`config.mk`:
```
export PLATFORM = sky130hd
export DESIGN_NAME = timer_table_engine
export DESIGN_NICKNAME = d
export VERILOG_FILES = /design/src/hdl/ttab_pkg.sv /design/src/hdl/timer_table_engine.sv /design/src/hdl/ttab_regs.sv /design/src/hdl/ttab_ctrl.sv /design/src/hdl/ttab_dp.sv
export SDC_FILE = /design/constraint.sdc
export NUM_CORES = 2
export LEC_CHECK = 0
export ABC_AREA = 1
export CORE_ASPECT_RATIO = 1.2
export CORE_MARGIN = 5
export CORE_UTILIZATION = 30
export DETAILED_ROUTE_END_ITERATION = 10
export DONT_BUFFER_PORTS = 1
export GPL_ROUTABILITY_DRIVEN = 0
export HOLD_SLACK_MARGIN = 0.08
export PLACE_DENSITY = 0.46
export SLEW_MARGIN = 20
export SYNTH_ARGS = -nofsm -noshare
export SYNTH_HDL_FRONTEND = slang
export SYNTH_SLANG_ARGS = --single-unit
```
`constraint.sdc`:
```
create_clock -name clk -period 9.8 [get_ports clk]
set_input_delay 1.47 -clock clk [delete_from_list [all_inputs] [get_ports clk]]
set_output_delay 1.47 -clock clk [all_outputs]
set_load 0.05 [all_outputs]
```
`src/hdl/ttab_pkg.sv`:
```
// Shared types, constants and helpers for the timer table engine.
`timescale 1ns / 1ps
package ttab_pkg;

	localparam int TIMER_SLOTS  = 16;
	localparam int EXPIRE_BATCH = 8;
	localparam int SLOT_IW      = $clog2(TIMER_SLOTS);
	localparam int CNT_W        = $clog2(TIMER_SLOTS + 1);
	localparam int RUN_CAP      = (EXPIRE_BATCH < TIMER_SLOTS) ? EXPIRE_BATCH : TIMER_SLOTS;
	localparam int PADDR_W      = 3;
	localparam logic [30:0] EMPTY_WAIT_RST = 31'd1000;
	localparam logic [47:0] TIME_MAX = 48'hFFFF_FFFF_FFFF;
	localparam logic [30:0] WAIT_MAX = 31'h7FFF_FFFF;

	typedef enum logic [2:0] {
		CMD_ADD      = 3'd0,
		CMD_CLEAR    = 3'd1,
		CMD_RUN      = 3'd2,
		CMD_NEAREST  = 3'd3,
		CMD_STOP_ALL = 3'd4
	} cmd_t;

	typedef enum logic [2:0] {
		EV_ADDED      = 3'd0,
		EV_ADD_FAIL   = 3'd1,
		EV_FIRED_PER  = 3'd2,
		EV_FIRED_FIN  = 3'd3,
		EV_STOPPED    = 3'd4,
		EV_CLEAR_MISS = 3'd5,
		EV_NEAREST    = 3'd6,
		EV_DONE       = 3'd7
	} kind_t;

	typedef enum logic [3:0] {
		ST_IDLE,
		ST_DISPATCH,
		ST_ADD,
		ST_CLEAR,
		ST_SCAN_START,
		ST_SCAN,
		ST_SCAN_WAIT,
		ST_DECIDE,
		ST_FIRE_RD,
		ST_FIRE,
		ST_STOP,
		ST_NEAR,
		ST_DONE
	} state_t;

	typedef enum logic [3:0] {
		OP_NONE,
		OP_LOAD,
		OP_SCAN_START,
		OP_SCAN,
		OP_READ_BEST,
		OP_ADD,
		OP_CLEAR,
		OP_FIRE,
		OP_STOP,
		OP_NEAR,
		OP_DONE
	} op_t;

	typedef struct packed {
		logic [2:0] cmd;
		logic       best_valid;
		logic       scan_last;
		logic       cnt_last;
		logic       out_free;
	} dp_status_t;

	function automatic logic [47:0] sat48(input logic [47:0] a, input logic [31:0] b);
		logic [48:0] s;
		s = {1'b0, a} + {17'b0, b};
		return s[48] ? TIME_MAX : s[47:0];
	endfunction

endpackage

```
`src/hdl/timer_table_engine.sv`:
```
// Top level of the timer table engine.
// Add, clear and unknown commands: dispatch, then one registered result with last set.
// Nearest: one sweep; each sweep reads one slot a cycle from the table.
// Run: up to min(EXPIRE_BATCH, TIMER_SLOTS) rounds of one sweep and one firing, then done.
// Stop all: one round per armed timer plus a final sweep; one request at a time.
// Reset clears all timers and sets empty_wait to 1000; table contents stay unset until added.
`timescale 1ns / 1ps
module timer_table_engine (
	input  logic                         clk,
	input  logic                         arst_n,
	input  logic                         psel,
	input  logic                         penable,
	input  logic                         pwrite,
	input  logic [ttab_pkg::PADDR_W-1:0] paddr,
	input  logic [31:0]                  pwdata,
	output logic [31:0]                  prdata,
	output logic                         pready,
	input  logic                         in_valid,
	output logic                         in_stall,
	input  logic [2:0]                   command,
	input  logic [47:0]                  now,
	input  logic [31:0]                  timeout,
	input  logic [31:0]                  repeat_req,
	input  logic [3:0]                   slot,
	output logic                         out_valid,
	input  logic                         out_stall,
	output logic [2:0]                   event_kind,
	output logic [3:0]                   timer_slot,
	output logic [30:0]                  value,
	output logic                         last
);
	import ttab_pkg::*;

	logic [30:0] empty_wait;
	op_t         op;
	dp_status_t  status;

	ttab_regs u_regs (
		.clk        (clk),
		.arst_n     (arst_n),
		.psel       (psel),
		.penable    (penable),
		.pwrite     (pwrite),
		.paddr      (paddr),
		.pwdata     (pwdata),
		.prdata     (prdata),
		.pready     (pready),
		.empty_wait (empty_wait)
	);

	ttab_ctrl u_ctrl (
		.clk      (clk),
		.arst_n   (arst_n),
		.in_valid (in_valid),
		.in_stall (in_stall),
		.status   (status),
		.op       (op)
	);

	ttab_dp u_dp (
		.clk        (clk),
		.arst_n     (arst_n),
		.op         (op),
		.status     (status),
		.empty_wait (empty_wait),
		.command    (command),
		.now        (now),
		.timeout    (timeout),
		.repeat_req (repeat_req),
		.slot       (slot),
		.out_valid  (out_valid),
		.out_stall  (out_stall),
		.event_kind (event_kind),
		.timer_slot (timer_slot),
		.value      (value),
		.last       (last)
	);

endmodule

```
`src/hdl/ttab_regs.sv`:
```
// Configuration register file behind the APB-style port.
`timescale 1ns / 1ps
module ttab_regs (
	input  logic                        clk,
	input  logic                        arst_n,
	input  logic                        psel,
	input  logic                        penable,
	input  logic                        pwrite,
	input  logic [ttab_pkg::PADDR_W-1:0] paddr,
	input  logic [31:0]                 pwdata,
	output logic [31:0]                 prdata,
	output logic                        pready,
	output logic [30:0]                 empty_wait
);
	import ttab_pkg::*;

	logic [30:0] empty_wait_q;

	always_ff @(posedge clk or negedge arst_n) begin
		if (!arst_n) begin
			empty_wait_q <= EMPTY_WAIT_RST;
		end else if (psel && penable && pwrite && !paddr[2]) begin
			empty_wait_q <= pwdata[30:0];
		end
	end

	assign pready     = 1'b1;
	assign prdata     = paddr[2] ? 32'd0 : {1'b0, empty_wait_q};
	assign empty_wait = empty_wait_q;

endmodule

```
`src/hdl/ttab_ctrl.sv`:
```
// Command sequencer: sweeps, firing rounds and result emission order.
`timescale 1ns / 1ps
module ttab_ctrl (
	input  logic                 clk,
	input  logic                 arst_n,
	input  logic                 in_valid,
	output logic                 in_stall,
	input  ttab_pkg::dp_status_t status,
	output ttab_pkg::op_t        op
);
	import ttab_pkg::*;

	state_t state_q, state_nx;

	always_ff @(posedge clk or negedge arst_n) begin
		if (!arst_n) begin
			state_q <= ST_IDLE;
		end else begin
			state_q <= state_nx;
		end
	end

	always_comb begin
		state_nx = state_q;
		unique case (state_q)
			ST_IDLE: begin
				if (in_valid) state_nx = ST_DISPATCH;
			end
			ST_DISPATCH: begin
				priority case (status.cmd)
					CMD_ADD:      state_nx = ST_ADD;
					CMD_CLEAR:    state_nx = ST_CLEAR;
					CMD_RUN,
					CMD_NEAREST,
					CMD_STOP_ALL: state_nx = ST_SCAN_START;
					default:      state_nx = ST_DONE;
				endcase
			end
			ST_ADD, ST_CLEAR, ST_NEAR, ST_DONE: begin
				if (status.out_free) state_nx = ST_IDLE;
			end
			ST_SCAN_START: state_nx = ST_SCAN;
			ST_SCAN: begin
				if (status.scan_last) state_nx = ST_SCAN_WAIT;
			end
			ST_SCAN_WAIT: state_nx = ST_DECIDE;
			ST_DECIDE: begin
				priority if (status.cmd == CMD_NEAREST) state_nx = ST_NEAR;
				else if (!status.best_valid)        state_nx = ST_DONE;
				else if (status.cmd == CMD_RUN)     state_nx = ST_FIRE_RD;
				else                                state_nx = ST_STOP;
			end
			ST_FIRE_RD: state_nx = ST_FIRE;
			ST_FIRE: begin
				if (status.out_free) state_nx = status.cnt_last ? ST_DONE : ST_SCAN_START;
			end
			ST_STOP: begin
				if (status.out_free) state_nx = ST_SCAN_START;
			end
			default: state_nx = ST_IDLE;
		endcase
	end

	always_comb begin
		op       = OP_NONE;
		in_stall = 1'b1;
		unique case (state_q)
			ST_IDLE: begin
				in_stall = 1'b0;
				if (in_valid) op = OP_LOAD;
			end
			ST_ADD:        if (status.out_free) op = OP_ADD;
			ST_CLEAR:      if (status.out_free) op = OP_CLEAR;
			ST_NEAR:       if (status.out_free) op = OP_NEAR;
			ST_DONE:       if (status.out_free) op = OP_DONE;
			ST_FIRE:       if (status.out_free) op = OP_FIRE;
			ST_STOP:       if (status.out_free) op = OP_STOP;
			ST_SCAN_START: op = OP_SCAN_START;
			ST_SCAN:       op = OP_SCAN;
			ST_FIRE_RD:    op = OP_READ_BEST;
			default:       op = OP_NONE;
		endcase
	end

endmodule

```
`src/hdl/ttab_dp.sv`:
```
// Datapath: slot table, sweep compare, deadline arithmetic and result register.
`timescale 1ns / 1ps
module ttab_dp (
	input  logic                  clk,
	input  logic                  arst_n,
	input  ttab_pkg::op_t         op,
	output ttab_pkg::dp_status_t  status,
	input  logic [30:0]           empty_wait,
	input  logic [2:0]            command,
	input  logic [47:0]           now,
	input  logic [31:0]           timeout,
	input  logic [31:0]           repeat_req,
	input  logic [3:0]            slot,
	output logic                  out_valid,
	input  logic                  out_stall,
	output logic [2:0]            event_kind,
	output logic [3:0]            timer_slot,
	output logic [30:0]           value,
	output logic                  last
);
	import ttab_pkg::*;

	logic [2:0]  cmd_q;
	logic [47:0] now_q;
	logic [31:0] tmo_q;
	logic [31:0] rep_q;
	logic [3:0]  slot_q;

	logic [TIMER_SLOTS-1:0] armed_q;
	logic [TIMER_SLOTS-1:0] skip_q;
	logic [47:0] dl_mem [TIMER_SLOTS];
	logic [31:0] iv_mem [TIMER_SLOTS];
	logic [47:0] rd_dl_q;
	logic [31:0] rd_iv_q;

	logic [SLOT_IW-1:0] idx_q;
	logic [SLOT_IW-1:0] tag_s1;
	logic               tag_v_s1;
	logic               best_v_q;
	logic [SLOT_IW-1:0] best_slot_q;
	logic [47:0]        best_dl_q;
	logic [CNT_W-1:0]   cnt_q;

	logic               out_valid_q;
	logic [2:0]         kind_q;
	logic [3:0]         oslot_q;
	logic [30:0]        value_q;
	logic               last_q;

	logic               out_free;
	logic               free_found;
	logic [SLOT_IW-1:0] free_idx;
	logic [SLOT_IW-1:0] clr_idx;
	logic               clr_hit;
	logic [47:0]        limit;
	logic               cand;
	logic               rd_en;
	logic [SLOT_IW-1:0] rd_addr;
	logic               dl_we;
	logic               iv_we;
	logic [SLOT_IW-1:0] wr_addr;
	logic [47:0]        dl_wd;
	logic [47:0]        diff;
	logic [30:0]        wait_v;
	logic               periodic;

	assign out_free = !out_valid_q || !out_stall;
	assign clr_idx  = SLOT_IW'(slot_q);
	assign clr_hit  = (32'(slot_q) < TIMER_SLOTS) && armed_q[clr_idx];
	assign limit    = (cmd_q == CMD_RUN) ? now_q : TIME_MAX;
	assign periodic = (rd_iv_q != 32'd0);

	always_comb begin
		free_found = 1'b0;
		free_idx   = '0;
		for (int i = TIMER_SLOTS - 1; i >= 0; i--) begin
			if (!armed_q[i]) begin
				free_found = 1'b1;
				free_idx   = SLOT_IW'(i);
			end
		end
	end

	assign cand = tag_v_s1 && armed_q[tag_s1] && !skip_q[tag_s1] && (rd_dl_q <= limit)
		&& (!best_v_q || (rd_dl_q < best_dl_q));

	always_comb begin
		diff = best_dl_q - now_q;
		if (best_dl_q <= now_q) begin
			wait_v = 31'd0;
		end else if (diff > {17'd0, WAIT_MAX}) begin
			wait_v = WAIT_MAX;
		end else begin
			wait_v = diff[30:0];
		end
	end

	assign rd_en   = (op == OP_SCAN) || (op == OP_READ_BEST);
	assign rd_addr = (op == OP_READ_BEST) ? best_slot_q : idx_q;
	assign dl_we   = ((op == OP_ADD) && free_found) || ((op == OP_FIRE) && periodic);
	assign iv_we   = (op == OP_ADD) && free_found;
	assign wr_addr = (op == OP_ADD) ? free_idx : best_slot_q;
	assign dl_wd   = (op == OP_ADD) ? sat48(now_q, tmo_q) : sat48(best_dl_q, rd_iv_q);

	always_ff @(posedge clk) begin
		if (dl_we) dl_mem[wr_addr] <= dl_wd;
		if (iv_we) iv_mem[wr_addr] <= rep_q;
		if (rd_en) begin
			rd_dl_q <= dl_mem[rd_addr];
			rd_iv_q <= iv_mem[rd_addr];
		end
	end

	always_ff @(posedge clk) begin
		if (op == OP_LOAD) begin
			cmd_q  <= command;
			now_q  <= now;
			tmo_q  <= timeout;
			rep_q  <= repeat_req;
			slot_q <= slot;
		end
		if (op == OP_SCAN) tag_s1 <= idx_q;
		if (cand) begin
			best_slot_q <= tag_s1;
			best_dl_q   <= rd_dl_q;
		end
	end

	always_ff @(posedge clk or negedge arst_n) begin
		if (!arst_n) begin
			armed_q  <= '0;
			skip_q   <= '0;
			idx_q    <= '0;
			tag_v_s1 <= 1'b0;
			best_v_q <= 1'b0;
			cnt_q    <= '0;
		end else begin
			tag_v_s1 <= (op == OP_SCAN);
			if (cand) best_v_q <= 1'b1;
			unique case (op)
				OP_LOAD: begin
					skip_q <= '0;
					cnt_q  <= '0;
				end
				OP_SCAN_START: begin
					idx_q    <= '0;
					best_v_q <= 1'b0;
				end
				OP_SCAN: idx_q <= idx_q + 1'b1;
				OP_ADD: begin
					if (free_found) armed_q[free_idx] <= 1'b1;
				end
				OP_CLEAR: begin
					if (clr_hit) armed_q[clr_idx] <= 1'b0;
				end
				OP_FIRE: begin
					skip_q[best_slot_q] <= 1'b1;
					if (!periodic) armed_q[best_slot_q] <= 1'b0;
					cnt_q <= cnt_q + 1'b1;
				end
				OP_STOP: begin
					armed_q[best_slot_q] <= 1'b0;
					cnt_q <= cnt_q + 1'b1;
				end
				default: ;
			endcase
		end
	end

	always_ff @(posedge clk or negedge arst_n) begin
		if (!arst_n) begin
			out_valid_q <= 1'b0;
		end else begin
			unique case (op)
				OP_ADD, OP_CLEAR, OP_FIRE, OP_STOP, OP_NEAR, OP_DONE: out_valid_q <= 1'b1;
				default: if (!out_stall) out_valid_q <= 1'b0;
			endcase
		end
	end

	always_ff @(posedge clk) begin
		unique case (op)
			OP_ADD: begin
				kind_q  <= free_found ? EV_ADDED : EV_ADD_FAIL;
				oslot_q <= free_found ? 4'(free_idx) : 4'd0;
				value_q <= '0;
				last_q  <= 1'b1;
			end
			OP_CLEAR: begin
				kind_q  <= clr_hit ? EV_STOPPED : EV_CLEAR_MISS;
				oslot_q <= slot_q;
				value_q <= '0;
				last_q  <= 1'b1;
			end
			OP_FIRE: begin
				kind_q  <= periodic ? EV_FIRED_PER : EV_FIRED_FIN;
				oslot_q <= 4'(best_slot_q);
				value_q <= '0;
				last_q  <= 1'b0;
			end
			OP_STOP: begin
				kind_q  <= EV_STOPPED;
				oslot_q <= 4'(best_slot_q);
				value_q <= '0;
				last_q  <= 1'b0;
			end
			OP_NEAR: begin
				kind_q  <= EV_NEAREST;
				oslot_q <= best_v_q ? 4'(best_slot_q) : 4'd0;
				value_q <= best_v_q ? wait_v : empty_wait;
				last_q  <= 1'b1;
			end
			OP_DONE: begin
				kind_q  <= EV_DONE;
				oslot_q <= 4'd0;
				value_q <= 31'(cnt_q);
				last_q  <= 1'b1;
			end
			default: ;
		endcase
	end

	assign status.cmd        = cmd_q;
	assign status.best_valid = best_v_q;
	assign status.scan_last  = (idx_q == SLOT_IW'(TIMER_SLOTS - 1));
	assign status.cnt_last   = (cnt_q == CNT_W'(RUN_CAP - 1));
	assign status.out_free   = out_free;

	assign out_valid  = out_valid_q;
	assign event_kind = kind_q;
	assign timer_slot = oslot_q;
	assign value      = value_q;
	assign last       = last_q;

endmodule

```
Word level (Yosys, flattened, before mapping) --
Memories as Yosys holds them, arrays and structs flattened. A register that Yosys moved wholly into a read port is not among the register bits. Cells that the tools add are included.
Cells by class: add/sub/neg operators 5, $lt $le $gt $ge 11, eq/ne operators 37, mux-type cells 98, bitwise gates (word level) 6, reductions and logical operators 41
Operators with widths (number):
- two-way mux 48 bit | 4
- two-way mux 31 bit | 4
- two-way mux 4 bit | 31
- adder 48 x 32 -> 49 bit | 2
- less-or-equal comparator 48 bit | 2
- one-hot mux 31 bit (3 select lines) | 1
- one-hot mux 4 bit (10 select lines) | 2
- one-hot mux 16 bit (4 select lines) | 1
- greater-than comparator 48 x 31 -> 1 bit (second input constant) | 1
- less-than comparator 48 bit | 1
- two-way mux 16 bit | 3
- subtractor 48 bit | 1
- == test 4 bit (second input constant) | 9
- two-way mux 1 bit | 35
- bitwise AND 16 bit | 2
- == test 4 x 3 -> 1 bit (second input constant) | 8
- inverter 16 bit | 2
- bitwise OR 16 bit | 2
- one-hot mux 16 bit (2 select lines) | 1
- nonzero test 32 bit | 1
- less-than comparator 4 x 5 -> 1 bit (second input constant) | 4
- one-hot mux 4 bit (5 select lines) | 1
- one-hot mux 3 bit (6 select lines) | 1
- == test 4 x 2 -> 1 bit (second input constant) | 4
- other kinds (34) | 75
Storage, ports and cells: bits in registers 293, bits in writable memories 1280, bits of input ports 161, output and inout port bits 74, logic and storage cells 221, memories kept 2
Memory list:
- u_dp.dl_mem | words 16, width 48, read ports 1, clocked after memory_dff 1, wr ports 1, RTL line ttab_dp.sv:31 | logic [47:0] dl_mem [TIMER_SLOTS];
- u_dp.iv_mem | words 16, width 32, read ports 1, clocked after memory_dff 1, wr ports 1, RTL line ttab_dp.sv:32 | logic [31:0] iv_mem [TIMER_SLOTS];

Logic depth before layout (Yosys ltp) --
depth in word-level cells 23, gate-level depth with buffers 25, gate-level depth less buffers 24

Modules after synthesis --
From an unflattened synthesis, not the netlist that was laid out.
Second synthesis, totals: cells, all modules 6916, area total of the unflattened synthesis 76093.0 sq um
Modules (own cells, without submodules):
- ttab_dp | instances 1, cells each 6615, area each 74039.8 sq um, sequential area each 48366.4 sq um
- ttab_regs | instances 1, cells each 207, area each 1502.7 sq um, sequential area each 783.3 sq um
- ttab_ctrl | instances 1, cells each 94, area each 550.5 sq um, sequential area each 100.1 sq um

Worst setup path after synthesis --
OpenSTA, ideal clock, no wires.
kind input-to-reg, start input in_valid, end register u_dp.slot_q[0] (netlist: u_dp.clr_idx[0]), enable pin, setup time 0.530 ns, data arrival time 5.156 ns, data required time 9.270 ns, setup slack 4.114 ns, stages on the path 3, path buffers 1, path through nand3_1 -> clkinv_1 -> buf_1
On the way: longest elaborated chain between the ends 3
RTL lines:
- start: declaration | RTL line timer_table_engine.sv:18 | input logic in_valid,
- two-way mux 1 bit | RTL line ttab_ctrl.sv:70 | if (in_valid) op = OP_LOAD;
- one-hot mux 4 bit (10 select lines) | RTL line ttab_ctrl.sv:67 | unique case (state_q)
- == test 4 x 1 -> 1 bit | RTL line ttab_dp.sv:115 | if (op == OP_LOAD) begin
- end signal: assignment | RTL line ttab_dp.sv:120 | slot_q <= slot;
- end: declaration | RTL line ttab_dp.sv:27 | logic [3:0] slot_q;
Every way passes these cells. A chain may end at the register's enable or synchronous reset.

Worst setup path in the final report --
start register u_dp.out_valid_q (netlist: u_dp.out_valid), end memory u_dp.dl_mem[7][14], enable pin
On the way: longest elaborated chain between the ends 9, elaborated cells between the ends (all ways) 17, those cells by class eq/ne (2); mux (10); reduce/logical (5)
RTL lines:
- start: declaration | RTL line ttab_dp.sv:44 | logic out_valid_q;
- start signal: assignment | RTL line ttab_dp.sv:172 | out_valid_q <= 1'b0;
- start signal: assignment | RTL line ttab_dp.sv:175 | OP_ADD, OP_CLEAR, OP_FIRE, OP_STOP, OP_NEAR, OP_DONE: out_valid_q <= 1'b1;
- start signal: assignment | RTL line ttab_dp.sv:176 | default: if (!out_stall) out_valid_q <= 1'b0;
- zero test 1 bit (*) | RTL line ttab_dp.sv:67 | assign out_free = !out_valid_q || !out_stall;
- logical OR 1 bit (*) | RTL line ttab_dp.sv:67
- two-way mux 3 bit (tied with other cells) | RTL line ttab_ctrl.sv:76 | ST_FIRE: if (status.out_free) op = OP_FIRE;
- one-hot mux 4 bit (10 select lines) (*) | RTL line ttab_ctrl.sv:67
- == test 4 x 3 -> 1 bit (on tied branches) | RTL line ttab_dp.sv:100, ttab_dp.sv:102
- logical AND 1 bit | RTL line ttab_dp.sv:100 | assign dl_we = ((op == OP_ADD) && free_found) || ((op == OP_FIRE) && periodic);
- logical OR 1 bit | RTL line ttab_dp.sv:100
- two-way mux 1 bit | RTL line ttab_dp.sv:106 | if (dl_we) dl_mem[wr_addr] <= dl_wd;
- two-way mux 1 bit (not written as such) | RTL line ttab_dp.sv:106
- end: declaration | RTL line ttab_dp.sv:31
Mark *: on every way between the ends. The rest lies on a longest branch, timed or not.

==> impl_metrics.yaml <==
sta:
  setup_ws_ns: 5.057
  setup_tns_ns: 0
  setup_violations: 0
  rsz0062_at_grt: "false"
  hold_viol_final: 0
  min_period_over_period: 0.4839
  drv_slew: 0
  post-route-min-period_ns: 4.743
  finalClockSkew_ns: 0.04444
  fmax_mhz: 210.9
  max_slew.worst_pin.slew_ns: 1.081
  relSlewSlack: 0.2791
  whs_ns: 0.3307
setup_path:
  cp_max_fo: 32
  critPathKind: "flop to flop"
  crit_path_start: "u_dp.out_valid"
  r2r_setup_slack_ns: 5.06
  r2r-start: "u_dp.out_valid"
  start_kind: "flop"
  arrival_ns: 5.18
  cp.required_ns: 10.24
  cp-end-kind: "flop"
routing:
  wl_mm: 248.4
  drtAntennaViolNets: 0
  dr_total_vias: 53140
  first_pass_iters: 6
  viasPerCell: 5.177
  drc: 0
  drt_iter0_markers: 4533
  post_drt_wl_per_cell_um: 24.20
die:
  fp.dieW_um: 467.8
  rows: 201
  fp.dieArea_um2: 261700
  io_pins: 235
  start_util: 0.3015
  core-area_um2: 250200
  dieHeight_um: 559.3
logic_synthesis:
  synth_area_leaders: "edfxtp_1 (63%), nor2_1 (5.4%), o21ai_0 (4.9%)"
  async_reset_ff_frac: 0.04779
  synth.net_count: 7180
  yosysWarningCount: 0
  yosysTopAreaCell: "edfxtp_1"
  synth-main-ff-cell: "edfxtp_1"
  synth_top_area_frac: 0.6265
  synth.distinct_cells: 65
  ys_ff_latch: 1653
  syn_area_per_cell_um2: 11.08
  synth_edf_count: 1574
  syn_area_um2: 75440
  ys_seq_area_frac: 0.6528
  syn_inst: 6807
finish:
  postLayoutCellArea_um2: 85420
  syn_to_final_growth_pct: 13.22
  layout_commonest_cell: "edfxtp_1"
  fill_cells: 24910
  fin_nets: 7145
  layout-drive-gt1-share: 0.07031
  utilization: 0.3414
  layout_common_cells: "edfxtp_1 (1,574), nor2_1 (1,054), nand2_1 (824), o21ai_0 (741), inv_1 (539)"
clock_tree:
  clk_pin_slew_ns: 0.07
  cts_resized: 0
  clk_latency_ns: 0.84
  post-cts-setup-buffer-count: 0
  clock_path_buffers: 3
  cts_buffers: 176
  htree_levels: 4
  hold_buffers: 0
  clkSinkCount: 1653
  ctsRootBufferMaster: "clkbuf_16"
  tritoncts: "built"
place:
  pre_cts_ws_ns: 4.309
  dpl-instance-area_um2: 79540
  port_buffers: 0
  hpwl_mm: 154.9
pwr:
  ir_worst_vdd_mv: 0.2286
  p_sw_frac: 0.3892
  power.share.clock: 0.266
  leakage_nw: 30.03
  comb_power_share: 0.329
  p_int_mw: 15.61
  power_density_nw_per_um2: 299.2
  p_sw_mw: 9.946
  sequentialPowerShare: 0.405
status:
  status: "complete, no violations"
global_route:
  antenna_found_initial: 23
  grt-ovfl-total: 0
  grt_pass1_vias: 51280
  grt_pass1_wl_mm: 356.1
  grt_max_degree: 196
  grtUsageTotal: 0.1833
worst_hold_path:
  min_path_type: "primary input to asynchronous set/reset pin"
flow_run:
  max-cap-violations: 0
[path summary, 6_finish.rpt]
| kind | endpoint | depth (start not counted) |
|---|---|---|
| worst min-delay path | u_regs.empty_wait[20] | 0 |
| worst max-delay path | u_dp.dl_mem[7][14] | 11 |
| worst min register to register | u_regs.empty_wait[5] | 2 |
| worst max register to register | u_dp.dl_mem[7][14] | 11 |
| max in group asynchronous | u_regs.empty_wait[9] | 0 |
| min in group clk | u_regs.empty_wait[5] | 2 |
[worst max-delay path, cell delays in order, from the launching register on]
cell	delay (ns)
dfrtp_1	0.56
nand2_1	0.34
inv_2	0.11
nor3_2	0.16
buf_4	0.25
inv_2	0.19
o21ai_0	0.70
inv_1	0.13
nor2_1	0.26
nand3_1	0.24
nor2_4	0.63
buf_4	0.68
[flip-flops by register name, summed over array words and instances, names as in the netlist, 5 cells and up]
register / flops
u_regs.empty_wait: 31
u_dp.iv_mem: 512
u_dp.best_dl_q: 48
u_dp.cnt_q: 5
u_dp.dl_mem: 768
u_dp.rd_iv_q: 32
u_dp.value: 31
u_dp.tmo_q: 32
u_dp.rd_dl_q: 48
u_dp.skip_q: 16
u_dp.now_q: 48
u_dp.rep_q: 32
u_dp.armed_q: 16
[cell type report]
| cell class | count | area, µm² | area share |
|---|---|---|---|
| multi-input cells | 4284 | 23200 | 0.2716 |
| repair buffers | 95 | 788.3 | 0.009228 |
| clock buffers | 203 | 4527 | 0.05299 |
| flip-flops and latches | 1653 | 49250 | 0.5766 |
| diodes | 3 | 7.507 | 0.00008789 |
| well taps | 3349 | 4190 | 0.04905 |
| clock inverters | 115 | 1316 | 0.01541 |
| inverters | 562 | 2140 | 0.02505 |
[through the flow]
step / power, mW / instances
after floorplan: 15.40 / 6807
after global placement: 18.77 / 9941
after detailed placement: 18.90 / 9943
after CTS: 25.77 / 10260
after global routing: 26.91 / 10260
final: 25.56 / 10260
[power by group through the flow]
stage	Combinational, mW	Sequential [mW]	Clock [mW]
2_1_floorplan	5.30	10.1	0
3_3_place_gp	8.29	10.5	0
3_5_place_dp	8.42	10.5	0
4_1_cts	8.45	10.3	6.98
5_1_grt	9.27	10.4	7.24
6_report	8.41	10.4	6.79
[cells by family (layout without fill, tap and decap cells)]
logic type,count (synthesis),in the layout,share of synthesized area
and+or+nand+nor,2302,2302,0.1239
xor gates and xnor gates,105,105,0.01219
adders and majority gates,212,212,0.03546
DFF,1653,1653,0.6528
other,2,5,0.00009954
buffers and inverters,870,975,0.04451
AOI/OAI and AO/OA,1663,1663,0.1310
[metal layers]
metal,track usage,up-vias,wire length [µm]
li1,-,24420,-
met1,0.2490,26530,108600
met2,0.3006,1770,116300
met3,0.02761,408,15180
met4,0.05980,12,8271
met5,0,-,69
[synthesized netlist by cell type, types with 4 or more instances]
cell and n:
ha_1 209, dfrtp_1 73, o22ai_1 96, o211ai_1 97, o31ai_1 4, nand2_2 13, o21ai_1 49, xor2_1 61
inv_1 539, o21a_1 17, a32oi_1 9, inv_2 20, a211oi_1 6, edfxtp_1 1574, a21boi_0 7, nor4_1 21
nand3_2 5, nor2_4 5, a21o_1 8, nor2_2 13, o21ai_0 741, o21bai_1 12, nor3_1 39, o21ai_2 5
o2111ai_1 6, nand3_1 225, and3_1 5, buf_4 11, a22oi_1 6, buf_2 35, or2_2 6, a21oi_1 333
nand2_1 826, xnor2_1 44, nor2_1 1089, dfstp_2 6, buf_1 22, a31oi_1 12, clkbuf_1 239, o221ai_1 239
nand4_1 44
(Power assumes the default switching activity.)
